`config.mk`:
```
export PLATFORM = sky130hd
export DESIGN_NAME = teh_queue
export DESIGN_NICKNAME = d
export VERILOG_FILES = /design/src/hw/rtl/teh_pkg.sv /design/src/hw/rtl/teh_queue.sv
export SDC_FILE = /design/constraint.sdc
export NUM_CORES = 1
export LEC_CHECK = 0
export ABC_AREA = 1
export ABC_CLOCK_PERIOD_IN_PS = 8700
export BUFFER_PORTS_ARGS = -buffer_cell sky130_fd_sc_hd__buf_4
export CAP_MARGIN = 10
export CORE_MARGIN = 2
export CORE_UTILIZATION = 47
export DETAILED_ROUTE_END_ITERATION = 6
export GPL_ROUTABILITY_DRIVEN = 0
export MAX_ROUTING_LAYER = met4
export PLACE_DENSITY = 0.77
export SKIP_LAST_GASP = 1
export SLEW_MARGIN = 10
export SYNTH_ARGS = -nofsm -noshare
export SYNTH_HDL_FRONTEND = slang
export SYNTH_SLANG_ARGS = --single-unit
```
`constraint.sdc`:
```
create_clock -name clock -period 8.7 [get_ports clock]
set_clock_uncertainty 0.1 [all_clocks]
set_input_delay 1.305 -clock clock [delete_from_list [all_inputs] [get_ports clock]]
set_output_delay 1.305 -clock clock [all_outputs]
set_load 0.005 [all_outputs]
```
`src/hw/rtl/teh_pkg.sv`:
```
// types, codes and helper functions shared by the tunnel header builder
package teh_pkg;

   localparam logic OP_CREATE = 1'b0;
   localparam logic OP_PACKET = 1'b1;

   localparam logic [1:0] KIND_NONE  = 2'd0;
   localparam logic [1:0] KIND_WG    = 2'd1;
   localparam logic [1:0] KIND_VXLAN = 2'd2;

   localparam logic [1:0] ST_HEADER  = 2'd0;
   localparam logic [1:0] ST_PASS    = 2'd1;
   localparam logic [1:0] ST_CREATED = 2'd2;
   localparam logic [1:0] ST_FULL    = 2'd3;

   localparam logic [15:0] WG_OVERHEAD    = 16'd44;
   localparam logic [15:0] VXLAN_OVERHEAD = 16'd36;
   localparam logic [15:0] IP_HDR_LEN     = 16'd20;
   localparam logic [31:0] IP_WORD0       = 32'h4500_0000;
   localparam logic [15:0] IP_TTL_PROTO   = 16'h4011;
   localparam logic [31:0] WG_TYPE_WORD   = 32'h0400_0000;
   localparam logic [31:0] VXLAN_FLAGS    = 32'h0800_0000;

   typedef struct packed {
      logic        mode;
      logic [31:0] tenant;
      logic [15:0] in_len;
      logic [1:0]  new_kind;
      logic [31:0] local_addr;
      logic [31:0] remote_addr;
      logic [15:0] udp_src;
      logic [15:0] udp_dst;
      logic [31:0] egress_port;
   } req_type;

   typedef struct packed {
      logic [31:0] header_word;
      logic        last;
      logic [1:0]  status;
      logic [1:0]  kind;
      logic [15:0] out_len;
      logic [31:0] out_iface;
      logic [11:0] tunnel_index;
   } rsp_type;

   // one classified job between front and back
   typedef struct packed {
      logic        mode;
      logic        flag;     // create: table full, packet: table empty
      logic [15:0] idx;
      logic [15:0] in_len;
      logic [1:0]  kind;
      logic [31:0] src_addr;
      logic [31:0] dst_addr;
      logic [15:0] sport;
      logic [15:0] dport;
      logic [31:0] iface;
   } job_type;

   typedef struct packed {
      logic [1:0]  kind;
      logic [31:0] src_addr;
      logic [31:0] dst_addr;
      logic [15:0] sport;
      logic [15:0] dport;
      logic [31:0] iface;
   } entry_type;

   typedef struct packed {
      logic empty;
      logic full;
   } qstat_type;

   typedef enum logic [1:0] {F_IDLE, F_DIV, F_PUSH} front_state_type;
   typedef enum logic [1:0] {B_IDLE, B_READ, B_SUM, B_EMIT} back_state_type;

   function automatic logic [31:0] swap32(input logic [31:0] v);
      return {v[7:0], v[15:8], v[23:16], v[31:24]};
   endfunction

   function automatic logic [15:0] ip_checksum(input logic [15:0] len,
                                               input logic [31:0] src,
                                               input logic [31:0] dst);
      logic [19:0] s;
      logic [16:0] f;
      s = 20'h4500 + 20'(len) + 20'(IP_TTL_PROTO) + 20'(src[31:16]) + 20'(src[15:0])
          + 20'(dst[31:16]) + 20'(dst[15:0]);
      f = 17'(s[15:0]) + 17'(s[19:16]);
      f = 17'(f[15:0]) + 17'(f[16]);
      return ~f[15:0];
   endfunction

endpackage

```
`src/hw/rtl/teh_queue.sv`:
```
// two-entry job queue between classifier and header sequencer
module teh_queue (
   input  logic              clock,
   input  logic              reset,
   input  logic              push,
   input  teh_pkg::job_type  push_job,
   input  logic              pop,
   output teh_pkg::job_type  head,
   output teh_pkg::qstat_type stat
);
   import teh_pkg::*;

   job_type    slot_ff [2];
   logic       wr_ptr_ff, rd_ptr_ff;
   logic [1:0] fill_ff;

   always_ff @(posedge clock) begin
      if (push) slot_ff[wr_ptr_ff] <= push_job;
   end

   always_ff @(posedge clock) begin
      if (reset) begin
         wr_ptr_ff <= 1'b0;
         rd_ptr_ff <= 1'b0;
         fill_ff   <= 2'd0;
      end else begin
         if (push) wr_ptr_ff <= ~wr_ptr_ff;
         if (pop)  rd_ptr_ff <= ~rd_ptr_ff;
         fill_ff <= fill_ff + 2'(push) - 2'(pop);
      end
   end

   assign head       = slot_ff[rd_ptr_ff];
   assign stat.empty = (fill_ff == 2'd0);
   assign stat.full  = (fill_ff == 2'd2);
endmodule

```
==> results.yml, run 1 <==
sta:
  worstMarginPinSlew_ns: 1.064
  slew_viol_final: 0
  fin_crit_ns: 3.898
  tns_ns: 0
  post-route-period-util: 0.4481
  hold_slack_ns: 0.4217
  fmax_ghz: 0.2565
  max_slew_margin: 0.2905
  rsz0062_at_grt: "false"
  finalSetupViolations: 0
  hold_viol_final: 0
drt:
  drc: 0
  postRouteAntennaNets: 0
  routed_wl_um: 23600
  dr.first_iter.drc_count: 446
  wl_per_cell_um: 18.85
  dr.pass1.iters: 4
  route.vias.total: 6174
  via_per_inst: 4.931
finish:
  antenna_cells: 0
  drive_gt1_frac: 0.5954
  fillers: 1801
  final_cells: 1252
  final_nets: 1067
  syn2layout_area_growth_pct: 31.44
  fin_util: 0.6326
placement:
  dp_cells: 1190
  io_buffers: 333
  dp_hpwl_um: 15090
power_and_ir_drop:
  p_per_area_nw_per_um2: 229.0
  p_leak_uw: 0.005972
  ir_drop_v: 0.0001702
  finalPower_uw: 3658
setup_path:
  startpoint_type: "register"
  end_kind: "output port"
  arrival_ns: 2.49
  worstPathMaxFanout: 77
  timing.setup.critical_path_class: "register to output port"
  worstPathRequired_ns: 7.30
floorplan:
  die_area_um2: 27170
  start_util: 0.4813
  rows: 58
  design.portCount: 334
  die_x_um: 164.8
  die_y_um: 164.8
  core_area_um2: 25250
job:
  maxCapViolations: 0
synth:
  syn-num-nets: 711
  seq_area_frac_synth: 0.8185
  netlist_top_cells_area: "edfxtp_1, mux2_2, clkbuf_8"
  synth_top_area_frac: 0.8103
  syn_inst: 541
  ys_warn_count: 0
  ys_ff_latch: 333
  syn_area_um2: 12160
  async_flop_share: 0
  synth_edf_count: 328
  synth_ff_type: "edfxtp_1"
  yosys.area.top_type: "edfxtp_1"
  ys_types: 13
  avgSynthCellArea_um2: 22.47
  synth_most_common_cell: "edfxtp_1"
  synth_commonest_cells: "edfxtp_1, mux2_2, clkbuf_8, inv_1, nor2_1"
clock_network:
  cts_tree: "done"
  cts_buffers: 35
  cts_root_buf: "clkbuf_16"
  clock_latency_ns: 0.50
  post_cts_resize_count: 0
  post_cts_buffers: 0
  cts_hold_buf: 0
  clockBufferDepth: 3
  cts_max_level: 2
  clk_pin_slew_worst_paths_ns: 0.06
  cts_sinks: 333
global_route:
  grt_pass1_vias: 6377
  antenna_found_initial: 0
  grt_overflow: 0
  grtUsageTotal: 0.1708
  grt_first_pass_wirelength_um: 34220
  grt_max_degree: 165
run_status:
  outcome: "finished, final reports clean"
hold_path:
  hp-class: "register to register"
==> per-stage QoR <==
step	cell area, µm²	setup WS [ns]
floorplan	12160	2.568
global placement	14890	5.002
detailed placement	14890	5.024
CTS	15980	4.785
global route	15980	4.674
finish	15980	4.802
==> path summary, 6_finish.rpt <==
check / startpoint / end / slack [ns] / cells after the start
worst max-delay path: register / head[24] / 4.80 / 3
worst min-delay path: rd_ptr_ff / register / 0.42 / 2
worst max register to register: wr_ptr_ff / slot_ff[1][83] / 6.05 / 3
worst min register to register: rd_ptr_ff / register / 0.42 / 2
==> critical path: stages (launching register included) <==
cell and delay (ns):
dfxtp_4 0.50, buf_4 0.79, mux2_2 0.43, buf_4 0.14
==> power by group <==
part,total [µW],internal [µW],switching (µW),leakage (µW)
Sequential,1880,1860,21.1,0.00312
Clock,1390,830,556,0.000531
Combinational,390,224,165,0.00232
==> cell families after synthesis <==
family | after synthesis | share of synthesized area
muxes | 164 | 0.1519
adders and majority gates | 2 | 0.002058
AOI/OAI and AO/OA | 1 | 0.0004113
xor gates and xnor gates | 1 | 0.0007207
buffers and inverters | 26 | 0.02182
DFF | 333 | 0.8185
and+or+nand+nor | 14 | 0.004528
==> cell type report <==
type,count,area [µm²],share of cell area
flip-flops and latches,333,9953,0.6230
repair buffers,337,2542,0.1591
multi-input cells,182,1948,0.1219
well taps,330,412.9,0.02584
inverters,8,35.03,0.002193
clock buffers,49,1001,0.06265
clock inverters,13,83.83,0.005247
==> placed cells by master, fill, tap and decap left out, drive strengths merged <==
cell type,n
xnor2,1
nor3,1
buf,337
edfxtp,328
nand2,4
bufinv,1
inv,8
a21oi,1
mux2,164
clkbuf,49
clkinv,12
ha,2
nand3,1
nor2,8
dfxtp,5
==> state kept, by name (all words and copies together), names as in the netlist, named ones only <==
signal     count
fill_ff        2
slot_ff      328
rd_ptr_ff      1
wr_ptr_ff      1
==> routing by layer <==
layer,up-vias,wire length [µm],global-route usage
met2,250,12160,0.2895
met4,0,734,0.06364
met1,3009,8616,0.1870
li1,2859,-,-
met5,-,0,-
met3,56,2096,0.05851
No activity file was read; power rests on OpenSTA's default activity.
==> run 2, diff against run 1 <==
--- a/config.mk
+++ b/config.mk
@@ -6,15 +6,15 @@
 export NUM_CORES = 1
 export LEC_CHECK = 0
 export ABC_AREA = 1
-export ABC_CLOCK_PERIOD_IN_PS = 8700
+export ABC_CLOCK_PERIOD_IN_PS = 3850
 export BUFFER_PORTS_ARGS = -buffer_cell sky130_fd_sc_hd__buf_4
 export CAP_MARGIN = 10
 export CORE_MARGIN = 2
-export CORE_UTILIZATION = 47
+export CORE_UTILIZATION = 52
 export DETAILED_ROUTE_END_ITERATION = 6
 export GPL_ROUTABILITY_DRIVEN = 0
 export MAX_ROUTING_LAYER = met4
-export PLACE_DENSITY = 0.77
+export PLACE_DENSITY = 0.8
 export SKIP_LAST_GASP = 1
 export SLEW_MARGIN = 10
 export SYNTH_ARGS = -nofsm -noshare
==> constraint.sdc (replaced) <==
create_clock -name clock -period 3.85 [get_ports clock]
set_clock_uncertainty 0.1 [all_clocks]
set_input_delay 0.5775 -clock clock [delete_from_list [all_inputs] [get_ports clock]]
set_output_delay 0.5775 -clock clock [all_outputs]
set_load 0.005 [all_outputs]
==> run 2 against run 1 <==
Power is 120% higher. Global-route usage is 2.0 points higher. Clock power is 110% higher. Sequential share of layout area is 0.13 points higher. Core utilization is 6.7 points higher. Worst hold slack worse by 0.31 ns. Critical endpoint is now head[120]. Setup slack worse by 3.9 ns. Critical path type unchanged. Sequential power is 130% higher. Highest routed layer unchanged. Non-clock buffer count is 5 higher. Largest cell class unchanged.
==> results.yml, run 2 (synthesized netlist as in run 1, its figures left out) <==
clock_network:
  cts_hold_buf: 0
  clockBufferDepth: 3
  post_cts_buffers: 0
  cts_buffers: 31
  cts_root_buf: "clkbuf_16"
  cts_tree: "done"
  post_cts_resize_count: 0
  clk_pin_slew_worst_paths_ns: 0.07
  cts_sinks: 333
  clock_latency_ns: 0.54
  cts_max_level: 1
floorplan:
  design.portCount: 334
  die_y_um: 156.9
  die_area_um2: 24610
  rows: 55
  die_x_um: 156.9
  start_util: 0.5336
  core_area_um2: 22780
setup_path:
  arrival_ns: 2.32
  r2r_cells: 2
  critPathSlowestCell: "dfxtp_4"
  r2r_start: "wr_ptr_ff"
  worstPathMaxFanout: 53
  timing.setup.critical_path_class: "register to output port"
  cp.depth: 3
  cp_top_family: "flip-flops"
  startpoint_type: "register"
  worstPathRequired_ns: 3.17
  end_kind: "output port"
  r2r_end: "slot_ff[0][83]"
  crit_top_cell: "buf_4"
  r2r_slack_ns: 1.92
  crit_buf_inv: 2
  crit_end: "head[120]"
  cpPeakStageDelay_ns: 0.86
  path_cells: "buf_4, mux2_2, buf_4"
global_route:
  grt_max_degree: 76
  grt_overflow: 0
  grt_first_pass_wirelength_um: 34660
  grtUsageTotal: 0.1912
  antenna_found_initial: 1
  grt_pass1_vias: 6682
sta:
  hold_viol_final: 0
  rsz0062_at_grt: "false"
  fmax_ghz: 0.3340
  slew_viol_final: 0
  finalSetupViolations: 0
  post-route-period-util: 0.7776
  worstMarginPinSlew_ns: 0.7898
  tns_ns: 0
  max_slew_margin: 0.4722
  fin_crit_ns: 2.994
hold_path:
  hp-start: "push_job[5]"
  hp-class: "input port to register"
drt:
  drc: 0
  postRouteAntennaNets: 0
  dr.first_iter.drc_count: 347
  dr.pass1.iters: 4
  route.vias.total: 6232
  wl_per_cell_um: 19.56
  via_per_inst: 5.038
  routed_wl_um: 24190
finish:
  final_cells: 1237
  regMostFlops: "slot_ff"
  top_regs: "slot_ff: 328 flops, fill_ff: 2 flops"
  final_nets: 1068
  layout_common_cells: "buf_4, edfxtp_1, mux2_2"
  fillers: 1424
  syn2layout_area_growth_pct: 31.16
  largest_reg_flops: 328
  mostFrequentLayoutCell: "buf_4"
  drive_gt1_frac: 0.6013
power_and_ir_drop:
  finalPower_uw: 8031
  p_per_area_nw_per_um2: 503.7
  p_leak_uw: 0.005963
  ir_drop_v: 0.0004029
run_status:
  outcome: "finished, final reports clean"
placement:
  dp_hpwl_um: 15930
  dp_cells: 1178
  io_buffers: 333
job:
  maxCapViolations: 0
==> run 2: cell count changes in the layout (fill, tap and decap cells not counted) <==
cell / previous run / this run
clkbuf_16: 37 / 31
clkinv_2: 3 / 9
buf_12: 1 / 6
clkinv_1: 8 / 3
bufinv_16: 1 / 2
clkbuf_8: 3 / 2
clkinvlp_4: 0 / 1
diode_2: 0 / 1
==> run 2: metal layers <==
layer	vias up	GRT usage	wire (µm)
met5	-	-	0
met4	0	0.06859	888
met3	54	0.05562	2133
met2	271	0.3325	12330
met1	3054	0.2098	8837
li1	2853	-	-
==> run 2: how the worst min path moves through the flow <==
stage,endpoint,depth (start not counted),slack [ns]
2_1_floorplan,register,2,0.38
3_3_place_gp,register,2,0.39
3_5_place_dp,register,2,0.40
4_1_cts,slot_ff[1][36],1,0.09
5_1_grt,slot_ff[0][153],1,0.09
6_report,slot_ff[0][5],1,0.12
==> run 2: final cells by class <==
cell class	count	area [µm²]	area share
Tap cell	313	391.6	0.02456
Multi-Input combinational cell	182	1948	0.1222
Clock buffer	42	837.1	0.05250
Antenna cell	1	2.502	0.0001570
Inverter	8	33.78	0.002119
Clock inverter	16	133.9	0.008397
Timing Repair Buffer	342	2643	0.1658
Sequential cell	333	9953	0.6243
==> run 2: report_power, final <==
| part | internal, µW | leakage (µW) | total (µW) | switching (µW) |
|---|---|---|---|---|
| Clock | 1660 | 0.000484 | 2880 | 1220 |
| Combinational | 521 | 0.00236 | 884 | 363 |
| Sequential | 4200 | 0.00312 | 4270 | 66.5 |
==> run 2: metrics by stage <==
stage / hold WS, ns / setup slack, ns / util / area (µm²)
finish: 0.1160 / 0.8562 / 0.6999 / 15940
global route: 0.08781 / 0.6987 / 0.6999 / 15940
CTS: 0.08515 / 0.7869 / 0.6998 / 15940
detailed placement: 0.3986 / 1.367 / 0.6572 / 14970
global placement: 0.3911 / 1.387 / 0.6572 / 14970
floorplan: 0.3799 / 0.2503 / - / 12170
