### src/hw/rtl/teh_pkg.sv
// types, codes and helper functions shared by the tunnel header builder
package teh_pkg;

   localparam logic OP_CREATE = 1'b0;
   localparam logic OP_PACKET = 1'b1;

   localparam logic [1:0] KIND_NONE  = 2'd0;
   localparam logic [1:0] KIND_WG    = 2'd1;
   localparam logic [1:0] KIND_VXLAN = 2'd2;

   localparam logic [1:0] ST_HEADER  = 2'd0;
   localparam logic [1:0] ST_PASS    = 2'd1;
   localparam logic [1:0] ST_CREATED = 2'd2;
   localparam logic [1:0] ST_FULL    = 2'd3;

   localparam logic [15:0] WG_OVERHEAD    = 16'd44;
   localparam logic [15:0] VXLAN_OVERHEAD = 16'd36;
   localparam logic [15:0] IP_HDR_LEN     = 16'd20;
   localparam logic [31:0] IP_WORD0       = 32'h4500_0000;
   localparam logic [15:0] IP_TTL_PROTO   = 16'h4011;
   localparam logic [31:0] WG_TYPE_WORD   = 32'h0400_0000;
   localparam logic [31:0] VXLAN_FLAGS    = 32'h0800_0000;

   typedef struct packed {
      logic        mode;
      logic [31:0] tenant;
      logic [15:0] in_len;
      logic [1:0]  new_kind;
      logic [31:0] local_addr;
      logic [31:0] remote_addr;
      logic [15:0] udp_src;
      logic [15:0] udp_dst;
      logic [31:0] egress_port;
   } req_type;

   typedef struct packed {
      logic [31:0] header_word;
      logic        last;
      logic [1:0]  status;
      logic [1:0]  kind;
      logic [15:0] out_len;
      logic [31:0] out_iface;
      logic [11:0] tunnel_index;
   } rsp_type;

   // one classified job between front and back
   typedef struct packed {
      logic        mode;
      logic        flag;     // create: table full, packet: table empty
      logic [15:0] idx;
      logic [15:0] in_len;
      logic [1:0]  kind;
      logic [31:0] src_addr;
      logic [31:0] dst_addr;
      logic [15:0] sport;
      logic [15:0] dport;
      logic [31:0] iface;
   } job_type;

   typedef struct packed {
      logic [1:0]  kind;
      logic [31:0] src_addr;
      logic [31:0] dst_addr;
      logic [15:0] sport;
      logic [15:0] dport;
      logic [31:0] iface;
   } entry_type;

   typedef struct packed {
      logic empty;
      logic full;
   } qstat_type;

   typedef enum logic [1:0] {F_IDLE, F_DIV, F_PUSH} front_state_type;
   typedef enum logic [1:0] {B_IDLE, B_READ, B_SUM, B_EMIT} back_state_type;

   function automatic logic [31:0] swap32(input logic [31:0] v);
      return {v[7:0], v[15:8], v[23:16], v[31:24]};
   endfunction

   function automatic logic [15:0] ip_checksum(input logic [15:0] len,
                                               input logic [31:0] src,
                                               input logic [31:0] dst);
      logic [19:0] s;
      logic [16:0] f;
      s = 20'h4500 + 20'(len) + 20'(IP_TTL_PROTO) + 20'(src[31:16]) + 20'(src[15:0])
          + 20'(dst[31:16]) + 20'(dst[15:0]);
      f = 17'(s[15:0]) + 17'(s[19:16]);
      f = 17'(f[15:0]) + 17'(f[16]);
      return ~f[15:0];
   endfunction

endpackage

### src/hw/rtl/teh_front.sv
// request classifier: table fill count, tunnel selection by iterative modulo
module teh_front #(
   parameter int TUNNEL_ENTRIES = 4096
) (
   input  logic              clock,
   input  logic              reset,
   input  logic              start,
   output logic              busy,
   input  teh_pkg::req_type  req_item,
   input  teh_pkg::qstat_type qstat,
   output logic              push,
   output teh_pkg::job_type  push_job
);
   import teh_pkg::*;

   localparam int CNT_W = $clog2(TUNNEL_ENTRIES + 1);
   localparam int REM_W = CNT_W + 1;

   front_state_type state_ff, state_in;
   logic [CNT_W-1:0] count_ff, count_in;
   logic [31:0]      dividend_ff, dividend_in;
   logic [REM_W-1:0] rem_ff, rem_in, rem_sh;
   logic [CNT_W-1:0] div_ff, div_in;
   logic [4:0]       step_ff, step_in;
   job_type          pend_ff, pend_in;
   job_type          new_job;
   logic             accept, is_full;
   logic [1:0]       kind_ok;

   assign busy    = (state_ff != F_IDLE) || qstat.full;
   assign accept  = start && !busy;
   assign is_full = (count_ff >= CNT_W'(TUNNEL_ENTRIES));
   assign rem_sh  = {rem_ff[REM_W-2:0], dividend_ff[31]};

   always_comb begin
      kind_ok = KIND_NONE;
      if (req_item.new_kind == KIND_WG || req_item.new_kind == KIND_VXLAN)
         kind_ok = req_item.new_kind;
      new_job.mode      = req_item.mode;
      new_job.flag      = (req_item.mode == OP_CREATE) ? is_full : (count_ff == '0);
      new_job.idx       = (req_item.mode == OP_CREATE && !is_full) ? 16'(count_ff) : 16'd0;
      new_job.in_len    = req_item.in_len;
      new_job.kind      = kind_ok;
      new_job.src_addr  = req_item.local_addr;
      new_job.dst_addr  = req_item.remote_addr;
      new_job.sport     = req_item.udp_src;
      new_job.dport     = req_item.udp_dst;
      new_job.iface     = req_item.egress_port;
   end

   always_ff @(posedge clock) begin
      if (reset) begin
         state_ff <= F_IDLE;
         count_ff <= '0;
      end else begin
         state_ff <= state_in;
         count_ff <= count_in;
      end
   end

   always_ff @(posedge clock) begin
      dividend_ff <= dividend_in;
      rem_ff      <= rem_in;
      div_ff      <= div_in;
      step_ff     <= step_in;
      pend_ff     <= pend_in;
   end

   always_comb begin
      state_in    = state_ff;
      count_in    = count_ff;
      dividend_in = dividend_ff;
      rem_in      = rem_ff;
      div_in      = div_ff;
      step_in     = step_ff;
      pend_in     = pend_ff;
      push        = 1'b0;
      push_job    = new_job;
      unique case (state_ff)
         F_IDLE: begin
            if (accept) begin
               if (req_item.mode == OP_CREATE) begin
                  push = 1'b1;
                  if (!is_full) count_in = count_ff + CNT_W'(1);
               end else if (count_ff <= CNT_W'(1)) begin
                  push = 1'b1;
               end else begin
                  pend_in     = new_job;
                  dividend_in = req_item.tenant;
                  rem_in      = '0;
                  div_in      = count_ff;
                  step_in     = '0;
                  state_in    = F_DIV;
               end
            end
         end
         F_DIV: begin
            rem_in = (rem_sh >= REM_W'(div_ff)) ? rem_sh - REM_W'(div_ff) : rem_sh;
            dividend_in = {dividend_ff[30:0], 1'b0};
            step_in = step_ff + 5'd1;
            if (step_ff == 5'd31) state_in = F_PUSH;
         end
         F_PUSH: begin
            push_job     = pend_ff;
            push_job.idx = 16'(rem_ff);
            if (!qstat.full) begin
               push     = 1'b1;
               state_in = F_IDLE;
            end
         end
         default: state_in = F_IDLE;
      endcase
   end
endmodule

### config.mk
export PLATFORM = sky130hd
export DESIGN_NAME = teh_front
export DESIGN_NICKNAME = d
export VERILOG_FILES = /design/src/hw/rtl/teh_pkg.sv /design/src/hw/rtl/teh_front.sv
export SDC_FILE = /design/constraint.sdc
export NUM_CORES = 1
export LEC_CHECK = 0
export ABC_AREA = 1
export BUFFER_PORTS_ARGS = -buffer_cell sky130_fd_sc_hd__buf_2
export CORE_MARGIN = 2
export CORE_UTILIZATION = 47
export DETAILED_ROUTE_END_ITERATION = 7
export PLACE_DENSITY = 0.77
export SETUP_SLACK_MARGIN = 0.15
export SLEW_MARGIN = 20
export SYNTH_ARGS = -nofsm -noshare
export SYNTH_HDL_FRONTEND = slang
export SYNTH_SLANG_ARGS = --single-unit
### constraint.sdc
create_clock -name clock -period 4.2 [get_ports clock]
set_input_delay 0.42 -clock clock [delete_from_list [all_inputs] [get_ports clock]]
set_output_delay 0.42 -clock clock [all_outputs]
set_load 0.05 [all_outputs]
==> flow_summary.json, run 1 <==
{
  "status": "finished clean",
  "final.setup.tns_ns": 0,
  "cp-start-kind": "flip-flop",
  "grt_usage": 0.214,
  "layout-drive-gt1-share": 0.271,
  "wire_per_inst_um": 14.9,
  "yosys.area.top_type_share": 0.573,
  "fin_cells": 1924,
  "synth-main-ff-cell": "edfxtp_1",
  "yosys.area_share.simple": 0.295,
  "core-area_um2": 23300,
  "gr-total-overflow": 0,
  "netlist_area_um2": 11100,
  "ff2ff_setup_slack_ns": 1.10,
  "path_common_cell": "nand2_1",
  "timing.fmax_ghz": 0.297,
  "ir_drop_mv": 0.468,
  "grt_pass1_wl_um": 42400,
  "grt_start_max_net_pins": 89,
  "synth_top_cell_by_area": "edfxtp_1",
  "critPathKind": "reg -> out",
  "clock-root-buffer": "clkbuf_16",
  "place_congestion": 0.932,
  "cts.sinks": 226,
  "post-cts-setup-buffers": 0,
  "path_cells": "nand2_4, inv_4, buf_12, nand2_1, nand2_1, buf_2",
  "cp.arrival_ns": 2.94,
  "multi_input_area_um2": 3810,
  "p_leak_nw": 6.53,
  "grt_setup_unrepaired": "false",
  "final_hold_viol_count": 0,
  "firstDrtPassIters": 6,
  "num_vias": 9347,
  "worstSkewPairLatency_ns": 0.52,
  "cts-htree-levels": 1,
  "synthTopCellsByArea": "edfxtp_1 57%, nand2_1 22%, inv_1 3.2%, dfxtp_1 2.7%, ha_1 2.0%",
  "ctsResizeCount": 0,
  "routed_wl_um": 28700,
  "numCtsBuffers": 25,
  "finalNetCount": 1785,
  "ios": 350,
  "synthToLayoutAreaGrowth_pct": 25.2,
  "cp.required_ns": 3.78,
  "viasPerCell": 4.86,
  "period_needed_ns": 3.36,
  "dp_hpwl_um": 20100,
  "synth_top_family_by_area": "simple AND/OR/NAND/NOR gates",
  "hold_class": "in -> reg",
  "clk_pin_slew_ns": 0.06,
  "regArea_um2": 6640,
  "cts_tree": "yes",
  "synth_compound_area_frac": 0.0200,
  "critPathBufInv": 3,
  "drc": 0,
  "timing.hold.ws_ns": 0.0907,
  "die_h_um": 157,
  "crit_family": "buffers and inverters",
  "core.rowCount": 56,
  "fp.dieW_um": 157,
  "fin_skew_ns": 0.0121,
  "io_buffers": 346,
  "cts.path.max_buffers": 3,
  "synth_edf_count": 211,
  "synthMuxAreaShare": 0,
  "critical_path.max_stage_delay_ns": 0.61,
  "dr.first_iter.drc_count": 680,
  "syn_inst": 1251,
  "grt_pass1_vias": 8471,
  "ant_nets": 0,
  "grt_antenna_before_repair": 4,
  "ys_ff_latch": 226,
  "fillCellCount": 2040,
  "synth-xor-area-share": 0.00554,
  "crit_path_max_fanout": 88,
  "yosysWarnings": 0,
  "crit_slowest_cell": "inv_4",
  "powerDensity_nw_per_um2": 383,
  "power.total_mw": 5.30,
  "synth_common_cells": "652 x nand2_1, 211 x edfxtp_1, 94 x inv_1",
  "slew_headroom": 0.444,
  "synth.most_common_cell": "nand2_1",
  "initial_core_util": 0.475,
  "synthArstFlopShare": 0,
  "synth.distinct_cells": 38,
  "setup_viol": 0,
  "worstMarginPinSlew_ns": 0.834,
  "post-place-cells": 1874,
  "drv_cap": 0,
  "yosysSeqAreaShare": 0.600,
  "synth_area_per_cell_um2": 8.84,
  "timing.final.crit_share": 0.801,
  "cts_hold_buf": 0,
  "critPathCaptureType": "primary output",
  "die_area_um2": 24800,
  "synth-adder-area-share": 0.0222,
  "final-max-slew-violation-count": 0
}
## final timing paths
| kind | depth (start not counted) | endpoint | startpoint |
|---|---|---|---|
| max | 6 | push_job[144] | state_ff[1]$_SDFFE_PP0P_ |
| max reg2reg | 8 | pend_ff[62]$_DFFE_PP_ | count_ff[1]$_SDFFE_PP0P_ |
| min | 1 | pend_ff[22]$_DFFE_PP_ | req_item[22] |
| min reg2reg | 2 | dividend_ff[21]$_DFFE_PP_ | dividend_ff[20]$_DFFE_PP_ |
## flip-flops by register name, summed over array words and instances, names as in the netlist
register,count
step_ff,5
dividend_ff,32
div_ff,13
state_ff,2
pend_ff,147
count_ff,13
rem_ff,14
## where the power goes
part / switching (mW) / internal, mW / total [mW]
Sequential: 0.0108 / 2.50 / 2.51
Clock: 0.856 / 1.27 / 2.13
Combinational: 0.487 / 0.178 / 0.665
Total: 1.35 / 3.95 / 5.30
## layout by cell type (no fill, tap or decap), types with 7 or more instances in the layout
cell type,synthesis,routed
nor2_1,56,55
nand2_2,7,8
dfxtp_1,15,15
edfxtp_1,211,211
clkbuf_16,0,25
ha_1,18,18
nor3_1,9,9
nand2_1,652,650
nand3_1,33,33
a21oi_1,18,18
nand4_1,19,19
buf_2,16,346
nor2_2,14,14
o21ai_0,17,17
inv_1,94,93
buf_4,2,7
## final cells by class
cell class / instances / area share
diodes: 5 / 0.000904
clock buffers: 30 / 0.0465
clock inverters: 15 / 0.0109
inverters: 101 / 0.0280
multi-input cells: 874 / 0.275
flip-flops and latches: 226 / 0.479
well taps: 319 / 0.0288
repair buffers: 354 / 0.130
## logic make-up (layout without fill, tap and decap cells)
logic type,after synthesis,after routing
AOI/OAI and AO/OA,42,42
adders and majority gates,19,19
xor gates and xnor gates,7,7
and+or+nand+nor,804,804
buffers and inverters,152,500
other,1,7
DFF,226,226
## stage by stage
step / area [um^2] / util / setup WS [ns]
final: 13800 / 0.595 / 0.836
after global routing: 13800 / 0.595 / 0.650
after global placement: 13000 / 0.561 / 1.20
after floorplan: 11100 / - / 0.491
after CTS: 13800 / 0.595 / 0.774
after detailed placement: 13000 / 0.561 / 1.06
## per-layer routing
layer  track usage  share of wire  vias to the layer above
met5             0              0                        -
met4        0.0710          0.030                        0
met3        0.0435          0.078                       57
met2         0.364           0.48                      392
met1         0.274           0.41                     4226
li1              -              -                     4672
No activity file was read; power rests on OpenSTA's default activity.
==> inputs of run 2 (changes only) <==
--- a/config.mk
+++ b/config.mk
@@ -5,10 +5,10 @@
 export SDC_FILE = /design/constraint.sdc
 export NUM_CORES = 1
 export LEC_CHECK = 0
-export ABC_AREA = 1
+export ABC_AREA = 0
 export BUFFER_PORTS_ARGS = -buffer_cell sky130_fd_sc_hd__buf_2
 export CORE_MARGIN = 2
-export CORE_UTILIZATION = 47
+export CORE_UTILIZATION = 46
 export DETAILED_ROUTE_END_ITERATION = 7
 export PLACE_DENSITY = 0.77
 export SETUP_SLACK_MARGIN = 0.15
==> constraint.sdc (replaced) <==
create_clock -name clock -period 2.9 [get_ports clock]
set_input_delay 0.29 -clock clock [delete_from_list [all_inputs] [get_ports clock]]
set_output_delay 0.29 -clock clock [all_outputs]
set_load 0.05 [all_outputs]
==> flow_summary.json, run 2 <==
{
  "status": "finished clean",
  "synth_edf_count": 211,
  "synth.distinct_cells": 53,
  "timing.fmax_ghz": 0.381,
  "hp-start": "req_item[173]",
  "final_hold_viol_count": 0,
  "initial_core_util": 0.466,
  "ir_drop_mv": 0.446,
  "critical_path.max_stage_delay_ns": 0.36,
  "critPathCaptureType": "primary output",
  "yosys.area.top_type_share": 0.604,
  "clk_pin_slew_ns": 0.06,
  "crit_path_max_fanout": 5,
  "ff2ff_path_depth": 9,
  "grt_pass1_vias": 9628,
  "path_cells": "nor4_1, nand2_1, nor4_4, nand3_1, o21ai_0, mux2_2, buf_2",
  "rr_endpoint": "rem_ff[13]$_SDFFCE_PN0P_",
  "ios": 350,
  "worstMarginPinSlew_ns": 0.554,
  "synth_common_cells": "554 x nand2_1, 211 x edfxtp_1, 47 x clkbuf_1",
  "grt_pass1_wl_um": 49000,
  "worstSkewPairLatency_ns": 0.52,
  "largest_reg_flops": 147,
  "fin_cells": 1853,
  "hold_class": "in -> reg",
  "syn_inst": 1064,
  "layout_common_cells": "553 x nand2_1, 346 x buf_2, 211 x edfxtp_1, 144 x dlygate4sd3_1, 35 x nor2_1",
  "finalNetCount": 1753,
  "synth_top_cell_by_area": "edfxtp_1",
  "critPathBufInv": 1,
  "p_clk_frac": 0.414,
  "period_needed_ns": 2.63,
  "cp.required_ns": 2.61,
  "layout_commonest_cell": "nand2_1",
  "io_buffers": 346,
  "grt_start_max_net_pins": 98,
  "cp-start-kind": "flip-flop",
  "synth-main-ff-cell": "edfxtp_1",
  "netlist_area_um2": 10500,
  "drv_cap": 0,
  "postLayoutCellArea_um2": 15000,
  "placed_area_um2": 12600,
  "yosysWarnings": 0,
  "ff2ff_setup_slack_ns": 0.29,
  "ant_nets": 0,
  "dp_slack_ns": 0.270,
  "place_congestion": 0.849,
  "numCtsBuffers": 26,
  "synthToLayoutAreaGrowth_pct": 42.5,
  "fin_skew_ns": 0.0165,
  "min_to": "dividend_ff[27]$_DFFE_PP_",
  "switching_share": 0.252,
  "viasPerCell": 5.17,
  "finalWorstSetupSlack_ns": 0.273,
  "reg_top3": "pend_ff: 147 flops, dividend_ff: 32 flops, rem_ff: 14 flops",
  "grt_setup_unrepaired": "false",
  "die_area_um2": 24000,
  "gr-total-overflow": 0,
  "min_path_cells": 3,
  "critPathKind": "reg -> out",
  "wire_per_inst_um": 17.1,
  "dr.first_iter.drc_count": 794,
  "cp.arrival_ns": 2.34,
  "core-area_um2": 22500,
  "cts_tree": "yes",
  "ys_ff_latch": 226,
  "comb_power_share": 0.137,
  "power.total_mw": 8.04,
  "seqPwrFrac": 0.449,
  "grt_antenna_before_repair": 1,
  "grt_usage": 0.255,
  "cp.depth": 7,
  "setup_viol": 0,
  "powerDensity_nw_per_um2": 537,
  "routed_wl_um": 31600,
  "synth.most_common_cell": "nand2_1",
  "synthTopCellsByArea": "edfxtp_1 60%, nand2_1 20%, dfxtp_1 2.9%, ha_1 2.1%, clkbuf_1 1.7%",
  "post-place-cells": 1657,
  "crit_slowest_cell": "dfxtp_1",
  "crit_family": "simple AND/OR/NAND/NOR gates",
  "cts.sinks": 226,
  "yosysSeqAreaShare": 0.632,
  "dp_hpwl_um": 18500,
  "final-max-slew-violation-count": 0,
  "p_leak_nw": 6.73,
  "drc": 0,
  "p_int_mw": 6.01,
  "fp.dieW_um": 155,
  "firstDrtPassIters": 5,
  "num_vias": 9583,
  "cts.path.max_buffers": 3,
  "power.switching_mw": 2.03,
  "synthArstFlopShare": 0,
  "die_h_um": 155,
  "synth_area_per_cell_um2": 9.86,
  "slew_headroom": 0.631,
  "layout-drive-gt1-share": 0.271,
  "timing.rr.start": "dividend_ff[31]$_DFFE_PP_",
  "core.rowCount": 55,
  "cts-htree-levels": 1,
  "regMostFlops": "pend_ff",
  "timing.final.crit_share": 0.906,
  "clock-root-buffer": "clkbuf_16"
}
==> run 2: changes by cell type after synthesis, moves of 10 or more <==
| cell | before | now |
|---|---|---|
| nand2_1 | 652 | 554 |
| inv_1 | 94 | 24 |
| a22o_1 | 0 | 10 |
| nor2_1 | 56 | 35 |
| nor2_2 | 14 | 0 |
| buf_2 | 16 | 1 |
| clkbuf_1 | 23 | 47 |
| xnor2_1 | 1 | 11 |
| nand4_1 | 19 | 4 |
| nand3_1 | 33 | 12 |
==> run 2: kinds of logic after synthesis <==
family | after synthesis | synth area share
AO/OA/AOI/OAI | 78 | 0.0545
XOR/XNOR | 18 | 0.0150
adder cells (fa/ha/maj) | 19 | 0.0234
buffers and inverters | 76 | 0.0294
flip-flops | 226 | 0.632
multiplexers | 4 | 0.00393
other | 1 | 0.000357
AND/OR/NAND/NOR | 642 | 0.241
==> run 2: how the worst max path moves through the flow <==
stage | start | endpoint | slack, ns
CTS | dividend_ff[31]$_DFFE_PP_ | rem_ff[13]$_SDFFCE_PN0P_ | 0.23
finish | count_ff[2]$_SDFFE_PP0P_ | push_job[162] | 0.27
global route | dividend_ff[31]$_DFFE_PP_ | rem_ff[11]$_SDFFCE_PN0P_ | 0.13
floorplan | count_ff[4]$_SDFFE_PP0P_ | div_ff[0]$_DFFE_PP_ | -0.91
detailed placement | dividend_ff[31]$_DFFE_PP_ | rem_ff[13]$_SDFFCE_PN0P_ | 0.27
global placement | dividend_ff[31]$_DFFE_PP_ | rem_ff[13]$_SDFFCE_PN0P_ | 0.27
==> run 2: timing repair <==
action | 4_1_cts | 5_1_grt
hold buffers | 144 | 0
endpoints found under the hold margin | 144 | 0
buffers inserted | 0 | 6
setup endpoints to repair | 0 | 3
gates resized for setup | 0 | 2
==> run 2: tightest hold or removal path: cells and delay by family <==
family | cells | cell delay [ns]
and+or+nand+nor | 2 | 0.09
buffers and inverters | 1 | 0.07
==> run 2: stage by stage <==
step	hold slack [ns]	setup TNS (ns)	util
floorplan	0.352	-146.38	-
global placement	0.480	0	0.560
detailed placement	0.482	0	0.560
CTS	0.0206	0	0.662
global route	0.0404	0	0.665
finish	0.0401	0	0.665
==> run 2: final cells by class <==
| cell class | count | area [um^2] |
|---|---|---|
| fill | 1617 | 7540 |
| clock inverter | 14 | 170 |
| tap | 285 | 357 |
| sequential | 226 | 6640 |
| multi-input combinational | 763 | 3600 |
| inverter | 24 | 93.8 |
| clock buffer | 31 | 691 |
| antenna | 1 | 2.50 |
| timing repair buffer | 509 | 3400 |
==> run 2: power groups by stage <==
stage	Sequential (mW)	Clock, mW	Combinational (mW)
final	3.61	3.33	1.10
after global routing	3.61	3.51	1.16
after CTS	3.61	3.37	1.06
after detailed placement	3.68	0	0.907
after global placement	3.68	0	0.896
after floorplan	3.68	0	0.594
==> run 2: layer usage <==
metal | vias up | share of wire | global-route usage
met3 | 118 | 0.086 | 0.0616
met4 | 0 | 0.048 | 0.128
li1 | 4507 | - | -
met1 | 4441 | 0.38 | 0.303
met5 | - | 0 | 0
met2 | 517 | 0.49 | 0.434
